## src/hdl/utf8tlf_pkg.sv

```systemverilog
`timescale 1ns / 1ps
`default_nettype none
package utf8tlf_pkg;

  localparam int unsigned ByteW  = 8;
  localparam int unsigned CodeW  = 21;
  localparam int unsigned IndexW = 5;
  localparam int unsigned PendW  = 2;

  // pending continuation counts
  localparam logic [PendW-1:0] PendNone  = 2'd0;
  localparam logic [PendW-1:0] PendOne   = 2'd1;
  localparam logic [PendW-1:0] PendTwo   = 2'd2;
  localparam logic [PendW-1:0] PendThree = 2'd3;

  // whitespace codes
  localparam logic [CodeW-1:0] CodeTab   = 21'h09;
  localparam logic [CodeW-1:0] CodeLf    = 21'h0A;
  localparam logic [CodeW-1:0] CodeVt    = 21'h0B;
  localparam logic [CodeW-1:0] CodeFf    = 21'h0C;
  localparam logic [CodeW-1:0] CodeCr    = 21'h0D;
  localparam logic [CodeW-1:0] CodeSpace = 21'h20;

  // letter ranges
  localparam logic [CodeW-1:0] CodeUpperA = 21'h41;
  localparam logic [CodeW-1:0] CodeUpperZ = 21'h5A;
  localparam logic [CodeW-1:0] CodeLowerA = 21'h61;
  localparam logic [CodeW-1:0] CodeLowerZ = 21'h7A;

  typedef struct packed {
    logic             done;
    logic [CodeW-1:0] cp;
  } dec_res_t;

  function automatic logic is_space(input logic [CodeW-1:0] cp);
    is_space = (cp == CodeSpace) || (cp == CodeTab) || (cp == CodeLf) ||
               (cp == CodeVt) || (cp == CodeFf) || (cp == CodeCr);
  endfunction

  function automatic logic is_letter(input logic [CodeW-1:0] cp);
    is_letter = ((cp >= CodeUpperA) && (cp <= CodeUpperZ)) ||
                ((cp >= CodeLowerA) && (cp <= CodeLowerZ));
  endfunction

endpackage
`default_nettype wire

```

## src/hdl/utf8tlf_decode.sv

```systemverilog
`timescale 1ns / 1ps
`default_nettype none
module utf8tlf_decode (
  input  wire logic                             clk,
  input  wire logic                             rst_n,
  input  wire logic                             step,
  input  wire logic [utf8tlf_pkg::ByteW-1:0]    byte_in,
  input  wire logic                             eot,
  output utf8tlf_pkg::dec_res_t                 res
);

  logic [utf8tlf_pkg::CodeW-1:0] partial_r, partial_nxt;
  logic [utf8tlf_pkg::PendW-1:0] pend_r, pend_nxt;
  logic [utf8tlf_pkg::CodeW-1:0] shifted;

  assign shifted = {partial_r[utf8tlf_pkg::CodeW-7:0], byte_in[5:0]};

  always_comb begin
    partial_nxt = partial_r;
    pend_nxt    = pend_r;
    res.done    = 1'b0;
    res.cp      = '0;
    if ((pend_r != utf8tlf_pkg::PendNone) && (byte_in[7:6] == 2'b10)) begin
      // continuation byte
      partial_nxt = shifted;
      pend_nxt    = pend_r - utf8tlf_pkg::PendOne;
      if (pend_r == utf8tlf_pkg::PendOne) begin
        res.done = 1'b1;
        res.cp   = shifted;
      end
    end else begin
      // lead byte, dropping any partial sequence
      pend_nxt = utf8tlf_pkg::PendNone;
      if (byte_in[7] == 1'b0) begin
        res.done = 1'b1;
        res.cp   = {{(utf8tlf_pkg::CodeW-utf8tlf_pkg::ByteW){1'b0}}, byte_in};
      end else if (byte_in[7:5] == 3'b110) begin
        partial_nxt = {{(utf8tlf_pkg::CodeW-5){1'b0}}, byte_in[4:0]};
        pend_nxt    = utf8tlf_pkg::PendOne;
      end else if (byte_in[7:4] == 4'b1110) begin
        partial_nxt = {{(utf8tlf_pkg::CodeW-4){1'b0}}, byte_in[3:0]};
        pend_nxt    = utf8tlf_pkg::PendTwo;
      end else if (byte_in[7:3] == 5'b11110) begin
        partial_nxt = {{(utf8tlf_pkg::CodeW-3){1'b0}}, byte_in[2:0]};
        pend_nxt    = utf8tlf_pkg::PendThree;
      end
    end
    if (eot) begin
      partial_nxt = '0;
      pend_nxt    = utf8tlf_pkg::PendNone;
    end
  end

  always_ff @(posedge clk) begin
    if (!rst_n) begin
      partial_r <= '0;
      pend_r    <= utf8tlf_pkg::PendNone;
    end else if (step) begin
      partial_r <= partial_nxt;
      pend_r    <= pend_nxt;
    end
  end

endmodule
`default_nettype wire

```

## src/hdl/utf8_text_letter_filter.sv

```systemverilog
// an accepted byte is held in the input stage; its result is registered at the output
// throughput: one byte per cycle, sustained while the result side keeps taking
// the output register decouples: while a result waits, an empty input stage takes a byte
// reset (rst_n, synchronous, active low) empties both stages and clears the
// partial code point and the pending continuation count
`timescale 1ns / 1ps
`default_nettype none
module utf8_text_letter_filter (
  input  wire logic                               clk,
  input  wire logic                               rst_n,
  input  wire logic                               in_valid,
  output      logic                               in_ready,
  input  wire logic [utf8tlf_pkg::ByteW-1:0]      in_byte,
  input  wire logic                               in_end_of_text,
  output      logic                               out_valid,
  input  wire logic                               out_ready,
  output      logic [utf8tlf_pkg::CodeW-1:0]      out_code_point,
  output      logic                               out_is_ascii_letter,
  output      logic [utf8tlf_pkg::IndexW-1:0]     out_letter_index
);

  // input stage: one request held for the decoder
  logic                          s1_valid_r;
  logic [utf8tlf_pkg::ByteW-1:0] s1_byte_r;
  logic                          s1_eot_r;

  // result register
  logic                           out_valid_r;
  logic [utf8tlf_pkg::CodeW-1:0]  code_r;
  logic                           letter_r;
  logic [utf8tlf_pkg::IndexW-1:0] index_r;

  logic                  step;
  logic                  emit;
  logic                  letter;
  utf8tlf_pkg::dec_res_t dec;

  // the decoder steps when the result register is free or being drained
  assign step     = s1_valid_r && (!out_valid_r || out_ready);
  assign in_ready = !s1_valid_r || step;

  utf8tlf_decode u_decode (
    .clk     (clk),
    .rst_n   (rst_n),
    .step    (step),
    .byte_in (s1_byte_r),
    .eot     (s1_eot_r),
    .res     (dec)
  );

  // whitespace is swallowed; everything else completed goes out
  assign emit   = dec.done && !utf8tlf_pkg::is_space(dec.cp);
  assign letter = utf8tlf_pkg::is_letter(dec.cp);

  always_ff @(posedge clk) begin
    if (!rst_n) begin
      s1_valid_r <= 1'b0;
    end else if (in_ready) begin
      s1_valid_r <= in_valid;
    end
  end

  always_ff @(posedge clk) begin
    if (in_ready && in_valid) begin
      s1_byte_r <= in_byte;
      s1_eot_r  <= in_end_of_text;
    end
  end

  always_ff @(posedge clk) begin
    if (!rst_n) begin
      out_valid_r <= 1'b0;
    end else if (step) begin
      out_valid_r <= emit;
    end else if (out_ready) begin
      out_valid_r <= 1'b0;
    end
  end

  // letters a-z and A-Z share the low five bits, offset by one
  always_ff @(posedge clk) begin
    if (step && emit) begin
      code_r   <= dec.cp;
      letter_r <= letter;
      index_r  <= letter ? (dec.cp[utf8tlf_pkg::IndexW-1:0] - 5'd1) : '0;
    end
  end

  assign out_valid           = out_valid_r;
  assign out_code_point      = code_r;
  assign out_is_ascii_letter = letter_r;
  assign out_letter_index    = index_r;

endmodule
`default_nettype wire

```

## config.mk

```make
export PLATFORM = sky130hd
export DESIGN_NAME = utf8_text_letter_filter
export DESIGN_NICKNAME = d
export VERILOG_FILES = /design/src/hdl/utf8tlf_pkg.sv /design/src/hdl/utf8tlf_decode.sv /design/src/hdl/utf8_text_letter_filter.sv
export SDC_FILE = /design/constraint.sdc
export NUM_CORES = 1
export LEC_CHECK = 0
export BUFFER_PORTS_ARGS = -buffer_cell sky130_fd_sc_hd__buf_2
export CORE_UTILIZATION = 35
export CTS_CLUSTER_DIAMETER = 60
export CTS_CLUSTER_SIZE = 10
export DETAILED_ROUTE_END_ITERATION = 10
export PLACE_DENSITY = 0.59
export SYNTH_ARGS = -nofsm -noshare
export SYNTH_HDL_FRONTEND = slang
export SYNTH_SLANG_ARGS = --single-unit
```

## constraint.sdc

```tcl
create_clock -name clk -period 5.3 [get_ports clk]
set_clock_uncertainty 0.1 [all_clocks]
set_input_delay 0.795 -clock clk [delete_from_list [all_inputs] [get_ports clk]]
set_output_delay 0.795 -clock clk [all_outputs]
set_load 0.05 [all_outputs]
```

==> flow_results.org <==
** Floorplan
- Io pins :: 42
- Std cell rows :: 30
- The die is 87.9 um tall.
- Horiz. Die Dim :: 87.9 um
- The region available for standard cell placement spans 6980 um2.
- Initial Utilization :: 37.0%
- The die covers 7730 um2.

** Synth
- Yosys mapped a number of flops with a built-in enable equal to 36.
- After synthesis, the share of flip-flops with an asynchronous set or reset is 0%.
- Cell accounting for the most synthesized area :: sky130_fd_sc_hd__edfxtp_1
- Synthesis produced a netlist with a net count of 258.
- By instance count, the leading cell after synthesis is sky130_fd_sc_hd__edfxtp_1.
- Post-synthesis sequential area ratio :: 56.5%
- In this run, synthesis produced a sequential element count of 55.
- Share of the synthesized area in the top cell type :: 41.8%
- Average cell area after synthesis :: 10.9 um2
- The synthesized netlist contains 45 unique library cells.
- The synthesized netlist occupies a cell area of 2580 um2.
- The most used flip-flop cell after synthesis is sky130_fd_sc_hd__edfxtp_1.
- The cell count after synthesis came out at 238.
- The Yosys step of the flow raised 0 warnings.
- Ranked by total cell area, the synthesized netlist is headed by sky130_fd_sc_hd__edfxtp_1 42%, sky130_fd_sc_hd__dfxtp_1 15%, sky130_fd_sc_hd__and2_1 4.4%.
- The commonest cells after synthesis are 36 x sky130_fd_sc_hd__edfxtp_1, 25 x sky130_fd_sc_hd__nand2_1, 19 x sky130_fd_sc_hd__dfxtp_1.

** Hold path
- For hold timing, the worst endpoint is u_decode.partial_r[12].
- Class of the worst hold path :: flop to flop
- Hold path startpoint :: u_decode.partial_r[12]
- The worst hold path passes through 2 cells.

** Clock network
- Clock sink total :: 55
- Buffers added to address setup during post-CTS repair amount to 0.
- After clock tree synthesis, the flow added hold-fix buffers numbering 0.
- Buffers inserted during clock tree synthesis total 5.
- TritonCTS built the clock tree.
- The cell sitting at the root of the clock tree is a sky130_fd_sc_hd__clkbuf_8.
- Maximum clock path buffer count :: 2
- In this run the number of H-tree levels came out at 2.
- The clock reaches the later pin of the worst-skew pair after 0.32 ns.
- After clock tree synthesis, the clock-pin slew on the worst setup and hold paths is 0.10 ns.
- Resize count post-CTS :: 0

** Routing
- The detail route stage leaves a number of antenna-violating nets equal to 0.
- After detailed routing, the number of vias per cell comes to 5.05.
- After detailed routing, the average wire length per cell comes to 13.9 um.
- Number of violations reported at the end of detailed-routing iteration 0 :: 166
- The first detailed-routing pass ran for 6 iterations.
- The final route contains 1,895 vias.
- Final routed wirelength across all metal layers :: 5220 um
- Detailed-route DRC error count :: 0

** Setup path
- The setup check on the worst reg-to-reg path leaves a slack of 1.92 ns.
- Arrival time of the worst setup path :: 3.27 ns
- Counting cells, the worst reg-to-reg path comes to 12.
- The worst setup path is launched from a flop.
- Walking the worst path, the cells encountered are inv_1 > ha_1 > or3b_1 > nand2_1 > nand2_1 > ha_1 > nor2_1 > mux2i_1 > o211ai_1 > nand2_1 > a31oi_2 > buf_4.
- The number of buffers and inverters on the critical path is 2.
- The slowest stage of the critical path is the sky130_fd_sc_hd__or3b_1 cell.
- Peak fanout along the critical path :: 27
- Endpoint of the lowest-slack register-to-register path :: out_code_point[13]
- Critical register-to-register path startpoint :: u_decode.pend_r[0]
- Worst Path Required :: 5.19 ns
- Dominant cell type by count on the critical path :: sky130_fd_sc_hd__nand2_1
- Start-to-end type of the worst setup path :: flop to flop
- STA classifies the critical path endpoint as a flop.
- Largest incremental delay on the critical path :: 0.55 ns
- Among cell families on the critical path, the largest total delay comes from simple AND/OR/NAND/NOR gates.

** Global route
- Gr usage total :: 14.8%
- GRT Max-Usage Layer :: met2
- For met1 alone, demand over resource in global routing was 20.6%.
- GR Layer Usage met3 :: 2.64%
- For this run, global-route usage on met2 was measured as 23.0%.
- Wire length of the first global-routing pass :: 8810 um
- The number of antenna violations at the first check in global routing was 0.
- Largest net degree at the start of global routing :: 28
- Global routing finished with a remaining overflow of 0.
- The via count of the first global-routing pass was 1,774.

** Layout
- The filler cells instantiated in the layout total 695.
- Fraction of layout cells with a size suffix above 1 :: 20.8%
- Footprint of the multi-input gates :: 1040 um2
- Flip-flop and latch area :: 1460 um2
- The area growth from synthesis to layout is 15.2%.
- Antenna fix cells :: 0
- Net count of the finished layout :: 298
- Post-route standard cell area excluding fillers :: 2980 um2

** Timing
- Derived from the worst setup path, the maximum achievable clock frequency is 0.296 GHz.
- Setup violations remaining at the end of the flow were counted as 0.
- Count of final max-slew check failures :: 0
- The worst pin sits at a relative slew slack of 19.3%.
- Setup repair after global routing missed its margin :: no
- The worst path needs 3.38 ns of the cycle, external delays included.
- The worst path uses 63.8% of the clock period.
- The hold violation count in the final report came to 0.
- Measured slew at the worst slew-check pin :: 1.20 ns
- Total Negative Setup Slacks :: 0 ns

** Placed design
- Final GP Congestion :: 0.848
- Dpl hpwl :: 3690 um
- During placement, the flow inserted port buffers numbering 41.
- After detailed placement, the total cell area comes to 2890 um2.

** Pwr
- Largest vdd supply drop :: 106 uV
- For this design the static power due to leakage is 1.12 nW.
- In this run, the combinational gates consume 9.5% of the power.
- Flop pwr share :: 60.4%
- Internal power comes to 0.585 mW.
- Overall power consumption :: 0.792 mW
- Of the total power, the share spent switching nets is 26.1%.
- In this run the power spent charging and discharging nets is 0.207 mW.
- In this run, the clock network consumes 30.1% of the power.
- In this run the power density over the cells is 266 nW/um2.

** Run status
- The run finished with clean final reports.

** Run
- Max-cap violations :: 0
[power groups by stage]
stage	Combinational, mW	Sequential [mW]	Clock (mW)
floorplan	0.0407	0.501	0
global placement	0.0743	0.488	0
detailed placement	0.0749	0.488	0
CTS	0.0754	0.478	0.241
global route	0.0822	0.480	0.261
finish	0.0753	0.478	0.238
[cells by family (layout without fill, tap and decap cells)]
family	count (synthesis)	after routing	synth area share, %
simple gates	103	103	21.1
xor+xnor	2	2	0.678
flops	55	55	56.5
buf+inv	22	63	3.39
mux	1	1	0.387
compound gates	48	48	14.5
fa+ha+maj	7	7	3.39
[worst reg2reg max path, delay by kind of cell (launching register included)]
family	cells	cell delay [ns]
adders and majority gates	2	0.52
AOI/OAI and AO/OA	2	0.33
buffers and inverters	2	0.40
DFF	1	0.38
and+or+nand+nor	5	1.24
muxes	1	0.09
[routing by layer]
metal / share of wire, % / routed length (um) / vias up
met5: 0 / 0 / -
met4: 1.6 / 81 / 0
met3: 3.7 / 194 / 8
met2: 46 / 2390 / 51
met1: 49 / 2550 / 891
li1: - / - / 945
[cell usage in the layout (no fill, tap or decap), drive strengths merged, types with 3 or more instances in the layout]
cell / count
nor2: 11
nand2: 25
ha: 7
edfxtp: 36
o21ai: 4
and2: 18
inv: 13
nand4: 5
nor3: 8
dfxtp: 19
nor2b: 9
nand2b: 3
or4: 3
buf: 42
a22oi: 4
o211ai: 3
a21oi: 10
clkbuf: 5
nand3: 16
a21boi: 10
[sequential cells by signal, summed over array words and instances, names as in the netlist]
register / flops
s1_byte_r: 8
out_valid: 1
out_letter_index: 5
u_decode.pend_r: 2
s1_valid_r: 1
s1_eot_r: 1
out_is_ascii_letter: 1
out_code_point: 21
u_decode.partial_r: 15
[metrics by stage]
stage | util [%] | hold slack (ns) | cells | setup slack [ns]
after floorplan | - | 0.344 | 238 | 1.32
after global placement | 41.3 | 0.362 | 367 | 2.08
after detailed placement | 41.3 | 0.371 | 367 | 1.95
after CTS | 42.7 | 0.385 | 375 | 1.93
after global routing | 42.7 | 0.419 | 375 | 1.71
final | 42.7 | 0.383 | 375 | 1.92
[cell type report]
type | instances | area share [%]
multi-input cells | 161 | 35.0
clock buffers | 5 | 2.31
well taps | 96 | 4.03
inverters | 13 | 1.64
flip-flops and latches | 55 | 49.1
clock inverters | 3 | 0.840
repair buffers | 42 | 7.14
[worst max-delay path by stage]
stage | depth (start not counted) | endpoint | slack (ns) | start
floorplan | 12 | out_code_point[0] | 1.32 | u_decode.pend_r[0]
detailed placement | 12 | out_code_point[13] | 1.95 | u_decode.pend_r[0]
global placement | 12 | out_code_point[13] | 2.08 | u_decode.pend_r[0]
global route | 12 | out_code_point[13] | 1.71 | u_decode.pend_r[0]
finish | 12 | out_code_point[13] | 1.92 | u_decode.pend_r[0]
CTS | 12 | out_code_point[7] | 1.93 | u_decode.pend_r[0]
(Power assumes the default switching activity.)
